### src/rtl/bdlp_pkg.sv
// Shared constants and types for the button debounce / long press event block.
// No dependencies; imported by bdlp_tick_sub and button_debounce_long_press_events.
package bdlp_pkg;

    localparam int TICK_W   = 32;
    localparam int KEY_W    = 3;
    localparam int TYPE_W   = 3;
    localparam int SEQ_W    = 32;
    localparam int AGREE_W  = 4;
    localparam int BTN_FIELD = 5;   // buttons carried by the fixed-width fields
    localparam int MAP_W    = BTN_FIELD * KEY_W;

    localparam int S_TDATA_W = 40;
    localparam int M_TDATA_W = 40;

    localparam int CFG_IDX_W = 3;
    localparam logic [CFG_IDX_W-1:0] CFG_ACTIVE_LOW = 3'd0;
    localparam logic [CFG_IDX_W-1:0] CFG_DEBOUNCE   = 3'd1;
    localparam logic [CFG_IDX_W-1:0] CFG_HOLD       = 3'd2;
    localparam logic [CFG_IDX_W-1:0] CFG_REPEAT     = 3'd3;
    localparam logic [CFG_IDX_W-1:0] CFG_TAP_MAP    = 3'd4;
    localparam logic [CFG_IDX_W-1:0] CFG_HOLD_MAP   = 3'd5;

    localparam logic [BTN_FIELD-1:0] RST_ACTIVE_LOW = 5'd31;
    localparam logic [AGREE_W-1:0]   RST_DEBOUNCE   = 4'd2;
    localparam logic [TICK_W-1:0]    RST_HOLD       = 32'd500;
    localparam logic [TICK_W-1:0]    RST_REPEAT     = 32'd200;
    localparam logic [MAP_W-1:0]     RST_TAP_MAP    = 15'd17608;
    localparam logic [MAP_W-1:0]     RST_HOLD_MAP   = 15'd17736;

    localparam logic [KEY_W-1:0] KEY_BACK = 3'd5;

    localparam logic [TYPE_W-1:0] EV_PRESS   = 3'd0;
    localparam logic [TYPE_W-1:0] EV_RELEASE = 3'd1;
    localparam logic [TYPE_W-1:0] EV_SHORT   = 3'd2;
    localparam logic [TYPE_W-1:0] EV_LONG    = 3'd3;
    localparam logic [TYPE_W-1:0] EV_REPEAT  = 3'd4;

    // Event group to emit for one button
    typedef enum logic [1:0] {
        ACT_TAP  = 2'd0,    // press, short, release
        ACT_LONG = 2'd1,    // press, long (short for back)
        ACT_REL  = 2'd2,    // release after long
        ACT_REP  = 2'd3     // repeat
    } t_act;

    typedef struct packed {
        logic              en;
        logic [TICK_W-1:0] a;
        logic [TICK_W-1:0] b;
    } t_sub_req;

    typedef struct packed {
        logic [TICK_W-1:0] diff;
        logic              ge;
    } t_sub_rsp;

endpackage

### src/rtl/bdlp_tick_sub.sv
// Shared 32-bit tick subtractor: registers a - b (mod 2^32) and a >= b.
// Depends on bdlp_pkg.
module bdlp_tick_sub (
    input  logic               i_clk,
    input  bdlp_pkg::t_sub_req i_req,
    output bdlp_pkg::t_sub_rsp o_rsp
);
    import bdlp_pkg::*;

    logic [TICK_W:0]   sum;
    logic [TICK_W-1:0] r_diff;
    logic              r_ge;

    assign sum = {1'b0, i_req.a} - {1'b0, i_req.b};

    always_ff @(posedge i_clk) begin
        if (i_req.en) begin
            r_diff <= sum[TICK_W-1:0];
            r_ge   <= ~sum[TICK_W];   // no borrow
        end
    end

    assign o_rsp.diff = r_diff;
    assign o_rsp.ge   = r_ge;

endmodule

### src/rtl/button_debounce_long_press_events.sv
// Top level: button debouncer with short, long and repeat key events.
// Depends on bdlp_pkg and bdlp_tick_sub.
//
//  channel   dir  handshake                  payload
//  s (poll)  in   i_s_tvalid / o_s_tready    i_s_tdata: now_tick, raw_levels
//  m (event) out  o_m_tvalid / i_m_tready    o_m_tdata: key, type, sequence; o_m_tlast
//  cfg       in   i_cfg_valid / o_cfg_ready  i_cfg_index, i_cfg_data
//
// One poll is worked button by button by a small sequencer: a debounce step per
// button, subtract, compare and decide steps where a held button needs its tick
// checks on the shared subtractor, an emit step per event, plus the accept and a
// final flush step. Events wait in a pending stage so the last one can carry tlast;
// a stalled output holds the sequencer. Reset is synchronous; no item is taken
// until the poll in hand has emitted all of its events.
module button_debounce_long_press_events #(
    parameter int BUTTONS = 5
) (
    input  logic                           i_clk,
    input  logic                           i_rst_n,
    input  logic                           i_s_tvalid,
    output logic                           o_s_tready,
    input  logic [bdlp_pkg::S_TDATA_W-1:0] i_s_tdata,  // [31:0] now_tick, [36:32] raw_levels
    output logic                           o_m_tvalid,
    input  logic                           i_m_tready,
    output logic [bdlp_pkg::M_TDATA_W-1:0] o_m_tdata,  // [2:0] key, [5:3] type, [37:6] sequence
    output logic                           o_m_tlast,
    input  logic                           i_cfg_valid,
    output logic                           o_cfg_ready,
    input  logic [bdlp_pkg::CFG_IDX_W-1:0] i_cfg_index,
    input  logic [31:0]                    i_cfg_data
);
    import bdlp_pkg::*;

    localparam int IDX_W = (BUTTONS > 1) ? $clog2(BUTTONS) : 1;
    localparam logic [IDX_W-1:0] IDX_LAST = IDX_W'(BUTTONS - 1);

    localparam logic [2:0] S_IDLE   = 3'd0;
    localparam logic [2:0] S_DEB    = 3'd1;
    localparam logic [2:0] S_DIFF   = 3'd2;
    localparam logic [2:0] S_CMP    = 3'd3;
    localparam logic [2:0] S_DECIDE = 3'd4;
    localparam logic [2:0] S_EMIT   = 3'd5;
    localparam logic [2:0] S_FLUSH  = 3'd6;

    // configuration
    logic [BTN_FIELD-1:0] r_cfg_low;
    logic [AGREE_W-1:0]   r_cfg_deb;
    logic [TICK_W-1:0]    r_cfg_hold;
    logic [TICK_W-1:0]    r_cfg_rep;
    logic [MAP_W-1:0]     r_cfg_tap;
    logic [MAP_W-1:0]     r_cfg_hmap;

    // sequencer
    logic [2:0]           r_state, n_state;
    logic [IDX_W-1:0]     r_idx, n_idx;
    logic [TICK_W-1:0]    r_now;
    logic [BTN_FIELD-1:0] r_levels;
    t_act                 r_act, n_act;
    logic [1:0]           r_step, n_step;
    logic [KEY_W-1:0]     r_ev_key, n_ev_key;
    logic [SEQ_W-1:0]     r_ev_seq, n_ev_seq;
    logic [SEQ_W-1:0]     r_counter, n_counter;

    // per-button state
    logic                 r_seen     [BUTTONS];
    logic                 r_stable   [BUTTONS];
    logic [AGREE_W-1:0]   r_agree    [BUTTONS];
    logic                 r_reported [BUTTONS];
    logic [TICK_W-1:0]    r_hold_start [BUTTONS];
    logic [TICK_W-1:0]    r_rep_mark   [BUTTONS];

    // output register and pending stage
    logic                 r_out_valid, n_out_valid;
    logic [KEY_W-1:0]     r_out_key, n_out_key;
    logic [TYPE_W-1:0]    r_out_type, n_out_type;
    logic [SEQ_W-1:0]     r_out_seq, n_out_seq;
    logic                 r_out_last, n_out_last;
    logic                 r_pend_valid, n_pend_valid;
    logic [KEY_W-1:0]     r_pend_key, n_pend_key;
    logic [TYPE_W-1:0]    r_pend_type, n_pend_type;
    logic [SEQ_W-1:0]     r_pend_seq, n_pend_seq;

    // per-button views of the fixed-width fields
    logic                 lvl_b  [BUTTONS];
    logic                 low_b  [BUTTONS];
    logic [KEY_W-1:0]     tkey_b [BUTTONS];
    logic [KEY_W-1:0]     hkey_b [BUTTONS];

    logic                 cur_raw, cur_rep, seen_n, settled, slot_free, ev_final, upd;
    logic [AGREE_W-1:0]   agree_n;
    logic [KEY_W-1:0]     cur_hkey;
    logic [TYPE_W-1:0]    ev_type;
    logic                 n_seen, n_stable, n_reported;
    logic                 hs_we, rm_we;
    t_sub_req             sub_req;
    t_sub_rsp             sub_rsp;

    bdlp_tick_sub u_sub (
        .i_clk (i_clk),
        .i_req (sub_req),
        .o_rsp (sub_rsp)
    );

    always_comb begin
        for (int b = 0; b < BUTTONS; b++) begin
            lvl_b[b]  = 1'b0;
            low_b[b]  = 1'b0;
            tkey_b[b] = '0;
            hkey_b[b] = '0;
            if (b < BTN_FIELD) begin
                lvl_b[b]  = r_levels[b];
                low_b[b]  = r_cfg_low[b];
                tkey_b[b] = r_cfg_tap[KEY_W*b +: KEY_W];
                hkey_b[b] = r_cfg_hmap[KEY_W*b +: KEY_W];
            end
        end
    end

    assign cur_raw  = lvl_b[r_idx] ^ low_b[r_idx];
    assign cur_rep  = r_reported[r_idx];
    assign cur_hkey = hkey_b[r_idx];

    always_comb begin
        if (cur_raw == r_seen[r_idx]) begin
            seen_n  = r_seen[r_idx];
            agree_n = (r_agree[r_idx] < r_cfg_deb) ? r_agree[r_idx] + 1'b1 : r_agree[r_idx];
        end else begin
            seen_n  = cur_raw;
            agree_n = AGREE_W'(1);
        end
    end
    assign settled = (agree_n >= r_cfg_deb);

    always_comb begin
        sub_req.en = (r_state == S_DIFF) || (r_state == S_CMP);
        sub_req.a  = (r_state == S_DIFF) ? r_now : sub_rsp.diff;
        if (r_state == S_DIFF) begin
            sub_req.b = cur_rep ? r_rep_mark[r_idx] : r_hold_start[r_idx];
        end else begin
            sub_req.b = cur_rep ? r_cfg_rep : r_cfg_hold;
        end
    end

    always_comb begin
        ev_type  = EV_RELEASE;
        ev_final = 1'b1;
        case (r_act)
            ACT_TAP: begin
                ev_final = (r_step == 2'd2);
                if (r_step == 2'd0)      ev_type = EV_PRESS;
                else if (r_step == 2'd1) ev_type = EV_SHORT;
                else                     ev_type = EV_RELEASE;
            end
            ACT_LONG: begin
                ev_final = (r_step == 2'd1);
                if (r_step == 2'd0)            ev_type = EV_PRESS;
                else if (r_ev_key == KEY_BACK) ev_type = EV_SHORT;
                else                           ev_type = EV_LONG;
            end
            ACT_REL: ev_type = EV_RELEASE;
            default: ev_type = EV_REPEAT;
        endcase
    end

    assign slot_free = ~r_out_valid | i_m_tready;

    always_comb begin
        n_state      = r_state;
        n_idx        = r_idx;
        n_act        = r_act;
        n_step       = r_step;
        n_ev_key     = r_ev_key;
        n_ev_seq     = r_ev_seq;
        n_counter    = r_counter;
        n_seen       = r_seen[r_idx];
        n_stable     = r_stable[r_idx];
        n_reported   = r_reported[r_idx];
        upd          = 1'b0;
        hs_we        = 1'b0;
        rm_we        = 1'b0;
        n_out_valid  = r_out_valid & ~i_m_tready;
        n_out_key    = r_out_key;
        n_out_type   = r_out_type;
        n_out_seq    = r_out_seq;
        n_out_last   = r_out_last;
        n_pend_valid = r_pend_valid;
        n_pend_key   = r_pend_key;
        n_pend_type  = r_pend_type;
        n_pend_seq   = r_pend_seq;

        unique case (r_state)
            S_IDLE: begin
                if (i_s_tvalid) begin
                    n_state = S_DEB;
                    n_idx   = '0;
                end
            end
            S_DEB: begin
                upd     = 1'b1;
                n_seen  = seen_n;
                n_state = (r_idx == IDX_LAST) ? S_FLUSH : S_DEB;
                n_idx   = r_idx + 1'b1;
                if (settled) begin
                    if (r_stable[r_idx] == seen_n) begin
                        if (r_stable[r_idx]) begin
                            n_state = S_DIFF;
                            n_idx   = r_idx;
                        end
                    end else begin
                        n_stable = seen_n;
                        if (seen_n) begin
                            hs_we      = 1'b1;
                            n_reported = 1'b0;
                        end else begin
                            n_state = S_EMIT;
                            n_idx   = r_idx;
                            n_step  = 2'd0;
                            if (cur_rep) begin
                                n_act    = ACT_REL;
                                n_ev_key = cur_hkey;
                                n_ev_seq = r_counter;
                            end else begin
                                n_act     = ACT_TAP;
                                n_ev_key  = tkey_b[r_idx];
                                n_counter = r_counter + 1'b1;
                                n_ev_seq  = r_counter + 1'b1;
                            end
                        end
                    end
                end
            end
            S_DIFF: n_state = S_CMP;
            S_CMP:  n_state = S_DECIDE;
            S_DECIDE: begin
                n_state = (r_idx == IDX_LAST) ? S_FLUSH : S_DEB;
                n_idx   = r_idx + 1'b1;
                if (sub_rsp.ge) begin
                    upd   = 1'b1;
                    rm_we = 1'b1;
                    n_step   = 2'd0;
                    n_ev_key = cur_hkey;
                    if (!cur_rep) begin
                        n_reported = 1'b1;
                        n_counter  = r_counter + 1'b1;
                        n_ev_seq   = r_counter + 1'b1;
                        n_act      = ACT_LONG;
                        n_state    = S_EMIT;
                        n_idx      = r_idx;
                    end else if (cur_hkey != KEY_BACK) begin
                        n_ev_seq = r_counter;
                        n_act    = ACT_REP;
                        n_state  = S_EMIT;
                        n_idx    = r_idx;
                    end
                end
            end
            S_EMIT: begin
                if (!r_pend_valid || slot_free) begin
                    if (r_pend_valid) begin
                        n_out_valid = 1'b1;
                        n_out_key   = r_pend_key;
                        n_out_type  = r_pend_type;
                        n_out_seq   = r_pend_seq;
                        n_out_last  = 1'b0;
                    end
                    n_pend_valid = 1'b1;
                    n_pend_key   = r_ev_key;
                    n_pend_type  = ev_type;
                    n_pend_seq   = r_ev_seq;
                    if (ev_final) begin
                        n_state = (r_idx == IDX_LAST) ? S_FLUSH : S_DEB;
                        n_idx   = r_idx + 1'b1;
                    end else begin
                        n_step = r_step + 1'b1;
                    end
                end
            end
            S_FLUSH: begin
                if (!r_pend_valid) begin
                    n_state = S_IDLE;
                end else if (slot_free) begin
                    n_out_valid  = 1'b1;
                    n_out_key    = r_pend_key;
                    n_out_type   = r_pend_type;
                    n_out_seq    = r_pend_seq;
                    n_out_last   = 1'b1;
                    n_pend_valid = 1'b0;
                    n_state      = S_IDLE;
                end
            end
            default: n_state = S_IDLE;
        endcase
    end

    always_ff @(posedge i_clk) begin
        if (!i_rst_n) begin
            r_state      <= S_IDLE;
            r_idx        <= '0;
            r_counter    <= '0;
            r_out_valid  <= 1'b0;
            r_pend_valid <= 1'b0;
            for (int b = 0; b < BUTTONS; b++) begin
                r_seen[b]     <= 1'b0;
                r_stable[b]   <= 1'b0;
                r_agree[b]    <= RST_DEBOUNCE;
                r_reported[b] <= 1'b0;
            end
        end else begin
            r_state      <= n_state;
            r_idx        <= n_idx;
            r_counter    <= n_counter;
            r_out_valid  <= n_out_valid;
            r_pend_valid <= n_pend_valid;
            if (upd) begin
                r_seen[r_idx]     <= n_seen;
                r_stable[r_idx]   <= n_stable;
                r_reported[r_idx] <= n_reported;
                if (r_state == S_DEB) r_agree[r_idx] <= agree_n;
            end
        end
    end

    // payload: tick marks are written before they are ever read
    always_ff @(posedge i_clk) begin
        if (r_state == S_IDLE && i_s_tvalid) begin
            r_now    <= i_s_tdata[TICK_W-1:0];
            r_levels <= i_s_tdata[TICK_W +: BTN_FIELD];
        end
        if (hs_we) r_hold_start[r_idx] <= r_now;
        if (rm_we) r_rep_mark[r_idx]   <= r_now;
        r_act       <= n_act;
        r_step      <= n_step;
        r_ev_key    <= n_ev_key;
        r_ev_seq    <= n_ev_seq;
        r_out_key   <= n_out_key;
        r_out_type  <= n_out_type;
        r_out_seq   <= n_out_seq;
        r_out_last  <= n_out_last;
        r_pend_key  <= n_pend_key;
        r_pend_type <= n_pend_type;
        r_pend_seq  <= n_pend_seq;
    end

    always_ff @(posedge i_clk) begin
        if (!i_rst_n) begin
            r_cfg_low  <= RST_ACTIVE_LOW;
            r_cfg_deb  <= RST_DEBOUNCE;
            r_cfg_hold <= RST_HOLD;
            r_cfg_rep  <= RST_REPEAT;
            r_cfg_tap  <= RST_TAP_MAP;
            r_cfg_hmap <= RST_HOLD_MAP;
        end else if (i_cfg_valid) begin
            unique case (i_cfg_index)
                CFG_ACTIVE_LOW: r_cfg_low  <= i_cfg_data[BTN_FIELD-1:0];
                CFG_DEBOUNCE:   r_cfg_deb  <= i_cfg_data[AGREE_W-1:0];
                CFG_HOLD:       r_cfg_hold <= i_cfg_data[TICK_W-1:0];
                CFG_REPEAT:     r_cfg_rep  <= i_cfg_data[TICK_W-1:0];
                CFG_TAP_MAP:    r_cfg_tap  <= i_cfg_data[MAP_W-1:0];
                CFG_HOLD_MAP:   r_cfg_hmap <= i_cfg_data[MAP_W-1:0];
                default: ;
            endcase
        end
    end

    assign o_s_tready  = (r_state == S_IDLE);
    assign o_cfg_ready = 1'b1;
    assign o_m_tvalid  = r_out_valid;
    assign o_m_tdata   = {{(M_TDATA_W - SEQ_W - TYPE_W - KEY_W){1'b0}},
                          r_out_seq, r_out_type, r_out_key};
    assign o_m_tlast   = r_out_last;

`ifndef SYNTHESIS
    a_idle_no_pending: assert property (@(posedge i_clk) disable iff (!i_rst_n)
        o_s_tready |-> !r_pend_valid)
        else $error("pending event left over when ready for a new item");

    a_decide_after_cmp: assert property (@(posedge i_clk) disable iff (!i_rst_n)
        (r_state == S_DECIDE) |-> ($past(r_state) == S_CMP))
        else $error("tick compare used without a preceding subtract");

    a_flush_empty_ready: assert property (@(posedge i_clk) disable iff (!i_rst_n)
        (r_state == S_FLUSH) && !r_pend_valid |=> o_s_tready)
        else $error("poll did not finish after final flush");
`endif

endmodule
### config.mk
export PLATFORM = sky130hd
export DESIGN_NAME = button_debounce_long_press_events
export DESIGN_NICKNAME = d
export VERILOG_FILES = /design/src/rtl/bdlp_pkg.sv /design/src/rtl/bdlp_tick_sub.sv /design/src/rtl/button_debounce_long_press_events.sv
export SDC_FILE = /design/constraint.sdc
export NUM_CORES = 1
export LEC_CHECK = 0
export ABC_AREA = 1
export BUFFER_PORTS_ARGS = -buffer_cell sky130_fd_sc_hd__buf_2
export CORE_ASPECT_RATIO = 0.8
export CORE_MARGIN = 4
export CORE_UTILIZATION = 50
export CTS_CLUSTER_SIZE = 10
export DETAILED_ROUTE_END_ITERATION = 8
export GPL_TIMING_DRIVEN = 0
export PLACE_DENSITY = 0.71
export SLEW_MARGIN = 20
export SYNTH_ARGS = -nofsm -noshare
export SYNTH_HDL_FRONTEND = slang
export SYNTH_HIERARCHICAL = 1
export SYNTH_SLANG_ARGS = --single-unit
### constraint.sdc
create_clock -name i_clk -period 11.05 [get_ports i_clk]
set_input_delay 2.21 -clock i_clk [delete_from_list [all_inputs] [get_ports i_clk]]
set_output_delay 2.21 -clock i_clk [all_outputs]
set_load 0.05 [all_outputs]
-- Word level (Yosys, flattened, before mapping)
Memories as Yosys holds them, arrays and structs flattened. A register that Yosys moved wholly into a read port is not among the register bits.
Index checks and enable logic that the tools add are counted.
- flip-flop bits (word level): 329
- latch bits: 0
- RAM bits: 355
- bits in read-only memories: 0
- bits of input ports: 80
- memories: 6
- memories (memory ; depth ; width ; read ports ; clocked after Yosys merged registers in ; wr ports ; RTL line ; RTL):
    r_hold_start ; 5 ; 32 ; 1 ; 1 ; 1 ; button_debounce_long_press_events.sv:69 ; logic [TICK_W-1:0] r_hold_start [BUTTONS];
    r_rep_mark ; 5 ; 32 ; 1 ; 1 ; 1 ; button_debounce_long_press_events.sv:70 ; logic [TICK_W-1:0] r_rep_mark [BUTTONS];
    r_agree ; 5 ; 4 ; 1 ; 1 ; 5 ; button_debounce_long_press_events.sv:67 ; logic [AGREE_W-1:0] r_agree [BUTTONS];
    r_reported ; 5 ; 1 ; 1 ; 1 ; 5 ; button_debounce_long_press_events.sv:68 ; logic r_reported [BUTTONS];
    r_seen ; 5 ; 1 ; 1 ; 1 ; 5 ; button_debounce_long_press_events.sv:65 ; logic r_seen [BUTTONS];
    r_stable ; 5 ; 1 ; 1 ; 1 ; 5 ; button_debounce_long_press_events.sv:66 ; logic r_stable [BUTTONS];
- add/subtract/negate cells: 5
- multiply operators: 0
- divide/modulo/power cells: 0
- $lt $le $gt $ge: 3
- equal/unequal tests: 37
- shifts and indexed selects: 0
- muxes and demuxes: 162
- bitwise operators: 7
- reduce and logical (&&, ||, !) cells: 30
- operators with widths (cell ; count):
    32-bit 2-to-1 mux ; 16
    32-bit case mux with 2 select lines ; 3
    3-bit 2-to-1 mux ; 56
    1-bit 2-to-1 mux ; 50
    32-bit by 32-bit subtractor with 33-bit output ; 1
    32-bit by 1-bit adder with 32-bit output, second input constant ; 1
    2-bit 2-to-1 mux ; 16
    3-bit equality test, second input constant ; 7
    3-bit case mux with 7 select lines ; 1
    2-bit inequality test, second input constant ; 10
    3-bit binary-select mux with 3-bit select ; 2
    3-bit case mux with 2 select lines ; 3
    2-bit AND reduction ; 8
    3-bit inequality test, second input constant ; 5
    3-bit by 2-bit equality test with 1-bit output, second input constant ; 4
    4-bit 2-to-1 mux ; 3
    1-bit case mux with 2 select lines ; 6
    3-bit case mux with 4 select lines ; 1
    5-bit AND reduction ; 2
    3-bit case mux with 3 select lines ; 1
    4-bit inequality test, second input constant ; 2
    8-bit AND reduction ; 1
    7-bit AND reduction ; 1
    1-bit binary-select mux with 3-bit select ; 2
    other kinds (30) ; 42

-- Longest topological paths before layout
Gate-level depths: netlist (run 1).
- depth in word-level cells: 13
- gate-level depth with buffers: 32
- mapped depth without buffers: 30

-- Modules after synthesis
The synthesis (run 1) kept the hierarchy.
- modules (own cells, without submodules) (module ; times used ; cells each ; area an instance (sq um) ; sequential area each (sq um)):
    button_debounce_long_press_events ; 1 ; 2642 ; 27911.8 ; 18657.9
    bdlp_tick_sub ; 1 ; 581 ; 3557.2 ; 991.0

-- Least setup slack after synthesis (run 1)
Ideal clock, no wire load.
- path kind: flip-flop to flip-flop
- start point: register with a tool-made name
- end point: memory r_hold_start[0][0] (enable)
- setup time: 421 ps
- arrival time: 4321 ps
- required time: 10629 ps
- setup slack: 6308 ps
- cell stages (with the launch flop): 25
- cells stage by stage: dfxtp_1 buf_4 buf_6 nor2_1 nor2_1 o21ai_1 o21ai_0 o21ai_1 inv_1 ha_1 a21oi_1 nand2_1 nand2_1 nand2_1 nand2_1 inv_1 ha_1 nand2_1 inv_1 o21ai_0 nand3_1 nand2_1 inv_1 nand2_1 nor2_1
- RTL lines (element ; RTL line):
    end: declaration ; button_debounce_long_press_events.sv:69

-- Final worst setup path (run 1)
- start point: register r_idx[0]
- end point: register r_ev_seq[30] (enable)
- cells in the longest elaborated chain, start to end: 10
- elaborated cells on any way between the ends: 22
- classes of those cells: order compare: 1; eq/ne: 7; mux: 11; bitwise: 2; reduce/logical: 1
- RTL lines (element ; RTL line ; RTL):
    start: declaration ; button_debounce_long_press_events.sv:55 ; logic [IDX_W-1:0] r_idx, n_idx;
    start signal: assignment ; button_debounce_long_press_events.sv:310 ; r_idx <= n_idx;
    3-bit NOT with 4-bit output (not written as such) (*) ; button_debounce_long_press_events.sv:119 ; assign cur_raw = lvl_b[r_idx] ^ low_b[r_idx];
    1-bit binary-select mux with 3-bit select ; button_debounce_long_press_events.sv:119 ;
    1-bit 2-to-1 mux (not written as such) (2 in series) ; button_debounce_long_press_events.sv:119 ;
    1-bit bitwise XOR (*) ; button_debounce_long_press_events.sv:119 ;
    1-bit equality test (*) ; button_debounce_long_press_events.sv:124 ; if (cur_raw == r_seen[r_idx]) begin
    4-bit 2-to-1 mux (*) ; button_debounce_long_press_events.sv:124 ;
    named net agree_n[2] ; button_debounce_long_press_events.sv:90 ; logic [AGREE_W-1:0] agree_n;
    4-bit >= comparator (*) ; button_debounce_long_press_events.sv:132 ; assign settled = (agree_n >= r_cfg_deb);
    2-bit inequality test (no source line) (*) ; -- ;
    6-bit AND reduction (no source line) (*) ; -- ;
    end signal: assignment ; button_debounce_long_press_events.sv:334 ; r_ev_seq <= n_ev_seq;
    end: declaration ; button_debounce_long_press_events.sv:61 ; logic [SEQ_W-1:0] r_ev_seq, n_ev_seq;
Mark *: on every way through the listed nets, which the timed path passes. The rest lies on a longest branch. The select of a mux whose other input is x is not followed.
A chain may end at the register's enable or synchronous reset.

==> results of run 1 <==
-- synth_stat cells, drive strengths merged, types with 21 or more instances --
master,count,share of area (%)
a21oi,231,3.7
a221oi,29,0.81
a32o,29,0.92
buf,69,1.3
clkbuf,75,0.89
dfxtp,161,10
edfxtp,547,52
ha,50,2.0
inv,334,4.0
nand2,853,10
nand3,120,2.0
nand4,21,0.42
nor2,302,3.7
nor3,21,0.41
o21ai,275,4.4
xor2,39,1.1
-- registers in the layout (all words and copies together), names as in the netlist, 32 cells and up, named ones only --
| name | cells |
|---|---|
| r_out_seq | 32 |
| r_counter | 32 |
| r_ev_seq | 32 |
| r_rep_mark | 160 |
| r_hold_start | 160 |
| r_cfg_rep | 32 |
| r_pend_seq | 32 |
| u_sub/r_diff | 32 |
| r_cfg_hold | 32 |
| r_agree | 32 |
| r_now | 32 |
-- path summary, 6_finish.rpt --
path,start,endpoint,depth (start not counted)
min reg2reg,r_pend_type[1],r_out_type[1],0
min,r_pend_type[1],r_out_type[1],0
max,r_idx[0],r_ev_seq[30],20
max reg2reg,r_idx[0],r_ev_seq[30],20
-- cell type report --
class                           instances  area (um^2)  share of cell area, %
Antenna cell                            1         2.50                0.00699
Clock buffer                          116         2210                   6.18
Tap cell                              830         1040                   2.90
Clock inverter                          7         81.3                  0.227
Inverter                              335         1260                   3.51
Buffer                                144          701                   1.96
Timing Repair Buffer                  129          871                   2.43
Sequential cell                       708        19600                   54.9
Multi-Input combinational cell       2037         9960                   27.9
-- logic make-up after synthesis --
group           share of synthesized area, %
compound gates                          11.0
xor+xnor                                1.25
fa+ha+maj                               2.05
buf+inv                                 6.22
flops                                   62.4
other cells                           0.0239
simple gates                            17.0
-- critical path, stage by stage (launching register included) --
cell and delay (ns):
dfxtp_1 0.47, inv_2 0.16, nand3_1 0.43, inv_1 0.29
nand2_1 0.12, nand3_1 0.08, a221oi_1 0.48, xor2_1 0.29
ha_1 0.34, nand2_1 0.32, inv_1 0.16, ha_1 0.30
nand2_1 0.05, inv_1 0.06, o21ai_0 0.11, nand4_1 0.17
nand3_2 0.21, inv_2 0.18, buf_2 0.34, o21ai_0 0.18
inv_2 0.59
-- layer usage --
layer	GRT usage, %	share of wire [%]	vias up
li1	-	-	11286
met1	40.3	45	11388
met2	38.0	42	1191
met3	5.73	10	149
met4	6.75	2.3	0
met5	0	0	-
-- power groups by stage --
stage | Combinational [mW] | Clock, mW | Sequential [mW]
CTS | 2.56 | 2.41 | 3.52
detailed placement | 2.54 | 0 | 3.58
floorplan | 1.72 | 0 | 3.50
global placement | 2.46 | 0 | 3.59
finish | 2.62 | 2.38 | 3.53
global route | 2.89 | 2.53 | 3.55
==> metrics.md, run 1 <==
| Metric | Value |
|---|---|
| Status | completed |
| Slew Viols, Final | 0 |
| Global Route Usage Sum | 26.3% |
| Setup slack after layout | 5.30 ns |
| Post-CTS Resized | 0 |
| Worst hold path type | flip-flop to flip-flop |
| Non-filler cells in the finished layout | 4,307 |
| Core Box Area | 61,700 um^2 |
| Global-route wire length before repair | 133,000 um |
| CP max FO | 34 |
| Clock-pin slew on the worst setup and hold paths | 0.05 ns |
| EDFF count, synth | 547 |
| FP Rows | between 80 and 90 |
| Drt drc | 0 |
| CTS H-tree depth | 3 |
| # setup viols final | 0 |
| Average wire per cell in the routed design | roughly 21 um |
| Vias per inst | 5.58 |
| Area Growth Syn to Fin | 13.7% |
| Total power | 8.52 mW |
| Post-CTS Hold Buffers | 0 |
| Setup TNS | 0 ns |
| Post-synth ARST share | 0% |
| Sw Ratio | between 30 and 40% |
| Largest net degree at the start of global routing | 35 |
| Root Buffer | clkbuf_16 |
| Slew @ Worst Pin | between 1 and 1.5 ns |
| Highest Clock Rate | 174 MHz |
| Design area | 35,800 um^2 |
| Sequential area share after synthesis | 62.4% |
| Total gr overflow | 0 |
| CP Capture Type | flip-flop |
| Clock Latency Late Sink | 0.64 ns |
| Worst clock skew | 0.0255 ns |
| Max VDD drop | 0.140 mV |
| Psw | just over 3 mW |
| Syn avg cell area | 9.76 um^2 |
| Kind of critical path | flip-flop to flip-flop |
| Max-cap violations | 0 |
| Required time of the critical path | 11.30 ns |
| Power Density | 238 nW/um^2 |
| Top_reg_cell synth | edfxtp_1 |
| Combinational share of power | 30.7% |
| Filler instances | 5,274 |
| Starting Density | 51.0% |
| Syn Inst Count | 3,223 |
| P_leak | 14.4 nW |
| Die span in x | approximately 290 um |
| DP Worst Slack | around 5.5 ns |
| Layout cells sized above 1 | 9.78% |
| First-pass iteration count of the detailed router | 6 |
| Die Y | around 230 um |
| Final hold slack | around 0.41 ns |
| Post-DRT Antenna Nets | 0 |
| I/O pins | 124 |
| DP HPWL | 64,500 um |
| CTS buffer count | 81 |
| Relative slew margins | 24.7% |
| Postcts setup bufs | 0 |
| Fin. Hold Viols | 0 |
| Placed insts | 4,183 |
| Tcrit/Tclk final | 52.0% |
| Unique masters post-synth | 53 |
| Core Util, Final | 58.0% |
| Crit path arrival time | 6.00 ns |
| Final WL | 89,000 um |
| GPL Wtd Cong | 0.992 |
| Antenna violations before repair | 1 |
| Die area | 67,000 um^2 |
| CTS tree | built |
| CTS Sinks | 708 |
| PortBufs | roughly 120 |
| Synthesized area | 31,500 um^2 |
| Routed via count | 24,014 |
| FF+latch count, synth | 708 |
| Ys Warns | 6 |
| Min Tclk post-route | 5.75 ns |
| Register-to-Register Setup Slack | roughly 5.3 ns |
| Vias in the first global route | ~22,000 |
| Clock tree buffer depth | 3 |
| Clock Power Share | 28.0% |
| Post-DP Area | between 30,000 and 40,000 um^2 |
| Commonest cells after routing, fill and taps aside | nand2_1, edfxtp_1, inv_1, nor2_1, a21oi_1 |
| Most common cell after layout, fill and taps aside | nand2_1 |
| First DRT Iteration DRCs | 3,241 |
| Final Net Count | between 3,000 and 4,000 |
| Reg power frac | between 40% and 50% |
| RSZ-0062 raised after global routing | no |
| CP Launch Type | flip-flop |
| Internal power | 5.47 mW |
(Power assumes the default switching activity.)
==> run 2, diff against run 1 <==
clock period = 5.3 ns   (was 11.05 ns; I/O delays follow)
==> metrics.md, run 2 (synthesis results as in run 1) <==
| Metric | Value |
|---|---|
| Status | completed |
| CTS H-tree depth | 3 (unchanged) |
| Commonest cells after routing, fill and taps aside | nand2_1, edfxtp_1, inv_1, nor2_1, a21oi_1 |
| Kind of critical path | flip-flop to flip-flop |
| # setup viols final | 0 (unchanged) |
| Total gr overflow | 0 (unchanged) |
| Antenna violations before repair | 1 (unchanged) |
| Layout cells sized above 1 | 10.4% (+0.62 points) |
| CTS Sinks | 708 (unchanged) |
| Max-cap violations | 0 (unchanged) |
| Worst clock skew | 0.0253 ns (-0.000222 ns) |
| Vias per inst | 5.59 (+0.25%) |
| CP Buf/Inv Count | 7 (unchanged) |
| Slew @ Worst Pin | 1.08 ns (-0.0502 ns) |
| Final hold slack | 0.413 ns (+0.000266 ns) |
| Setup slack after layout | 0.293 ns (-5.01 ns) |
| Drt drc | 0 (unchanged) |
| CP max FO | 34 (unchanged) |
| Top Registers | r_hold_start x160, r_rep_mark x160 |
| Required time of the critical path | 5.60 ns (-5.70 ns) |
| Vias in the first global route | 22,005 (+0.26%) |
| Die Y | 232 um (unchanged) |
| CTS tree | built |
| Non-filler cells in the finished layout | 4,322 (+0.35%) |
| Routed via count | 24,159 (+0.60%) |
| Clock tree buffer depth | 3 (unchanged) |
| First DRT Iteration DRCs | 3,214 (-0.83%) |
| CP Capture Type | flip-flop |
| Relative slew margins | 28.0% (+3.3 points) |
| Most common cell after layout, fill and taps aside | nand2_1 |
| Die area | 67,000 um^2 (unchanged) |
| DP HPWL | 64,500 um (unchanged) |
| DP Worst Slack | -0.249 ns (-5.75 ns) |
| CP Launch Type | flip-flop |
| Clock Latency Late Sink | 0.64 ns (about the same) |
| CP max stage delay | 0.51 ns (-0.08 ns) |
| Worst hold path type | flip-flop to flip-flop |
| PortBufs | 116 (unchanged) |
| Global Route Usage Sum | 26.4% (+0.12 points) |
| GPL Wtd Cong | 0.992 (unchanged) |
| Die span in x | 288 um (unchanged) |
| I/O pins | 124 (unchanged) |
| Power Density | 496 nW/um^2 (+110%) |
| Global-route wire length before repair | 134,000 um (+0.45%) |
| Starting Density | 51.0% (unchanged) |
| CP dominant cell by count | inv_1 |
| P_leak | 14.5 nW (+0.74%) |
| Final Net Count | 3,582 (+0.42%) |
| Worst-path cell chain | inv_2 > nand3_2 > inv_1 > nand2_1 > nand3_1 > a221oi_2 > xor2_1 > ha_1 > nand3_1 > inv_1 > ha_1 > inv_1 > nor2_1 > o21ai_0 > nand4_1 > nand3_2 > inv_2 > clkbuf_4 > o21ai_0 > bufinv_8 |
| Highest Clock Rate | 200 MHz (+15%) |
| Root Buffer | clkbuf_16 |
| Largest net degree at the start of global routing | 35 (unchanged) |
| Filler instances | 5,242 (-0.61%) |
| First-pass iteration count of the detailed router | 5 (-1) |
| Area Growth Syn to Fin | 14.3% |
| Average wire per cell in the routed design | 20.7 um (+0.24%) |
| CTS buffer count | 81 (unchanged) |
| Min Tclk post-route | 5.01 ns (-0.740 ns) |
| Clock-pin slew on the worst setup and hold paths | 0.06 ns (about the same) |
| Slew Viols, Final | 0 (unchanged) |
| Tcrit/Tclk final | 94.5% (+42 points) |
| Post-DRT Antenna Nets | 0 (unchanged) |
| Fin. Hold Viols | 0 (unchanged) |
| Final WL | 89,500 um (+0.59%) |
| FP Rows | 81 (unchanged) |
| Core Box Area | 61,700 um^2 (unchanged) |
| Max VDD drop | 0.256 mV (+82%) |
| Placed insts | 4,183 (unchanged) |
| Crit-path slowest cell | dfxtp_1 |
| Crit path arrival time | 5.30 ns (-0.70 ns) |
| CP top delay family | buffers and inverters |
[run 2: cell types whose count changed in the layout (fill, tap and decap cells not counted), moves of 2 or more]
| cell | before | now |
|---|---|---|
| buf_12 | 9 | 13 |
| nand3_2 | 5 | 7 |
| nand3_1 | 115 | 113 |
| nand2_2 | 12 | 15 |
| buf_4 | 14 | 25 |
| nand2_1 | 841 | 838 |
[run 2: area by class of cell]
class                   count  area (um^2)  area share, %
diodes                      1         2.50        0.00695
plain buffers             144          703           1.95
clock buffers             116         2210           6.14
clock inverters             7         81.3          0.226
inverters                 335         1270           3.53
multi-input cells        2037         9990           27.8
flip-flops and latches    708        19600           54.6
well taps                 830         1040           2.89
repair buffers            144         1030           2.87
[run 2: layer usage]
metal,vias up,wire length (um),global-route usage [%],part of all wire (%)
met4,0,2130,6.85,2.4
met2,1209,38300,38.3,43
met1,11462,39600,40.4,44
met5,-,0,0,0
met3,149,9520,5.72,11
li1,11339,-,-,-
[run 2: worst paths after layout]
path                                      from             to  slack [ns]  cells past startpoint
worst min-delay path            r_pend_type[1]  r_out_type[1]        0.41                      0
worst max-delay path                  r_idx[0]   r_ev_seq[30]        0.29                     20
worst max register to register        r_idx[0]   r_ev_seq[30]        0.29                     20
worst min register to register  r_pend_type[1]  r_out_type[1]        0.41                      0
[run 2: repair_timing]
| action | 4_1_cts | 5_1_grt |
|---|---|---|
| resized for setup | 2 | 9 |
| endpoints found under the setup margin | 101 | 216 |
| hold buffers | 0 | 0 |
| pin swaps | 4 | 1 |
| buffers inserted | 9 | 6 |
[run 2: stage by stage]
stage | cell area [um^2] | TNS, ns | util, % | total power, mW
final | 36000 | 0 | 58.3 | 17.9
after global routing | 36000 | -0.142 | 58.3 | 18.8
after CTS | 35900 | 0 | 58.2 | 17.8
after detailed placement | 33500 | -10.77 | 54.2 | 12.8
after global placement | 33100 | -274.16 | 53.6 | 12.6
after floorplan | 31500 | 0 | - | 10.9
[run 2: report_power, final]
part / leakage, nW / internal [mW] / switching [mW]
registers: 6.29 / 6.97 / 0.380
clock network: 1.10 / 2.87 / 2.10
logic: 7.07 / 1.62 / 3.93
total: 14.5 / 11.5 / 6.41
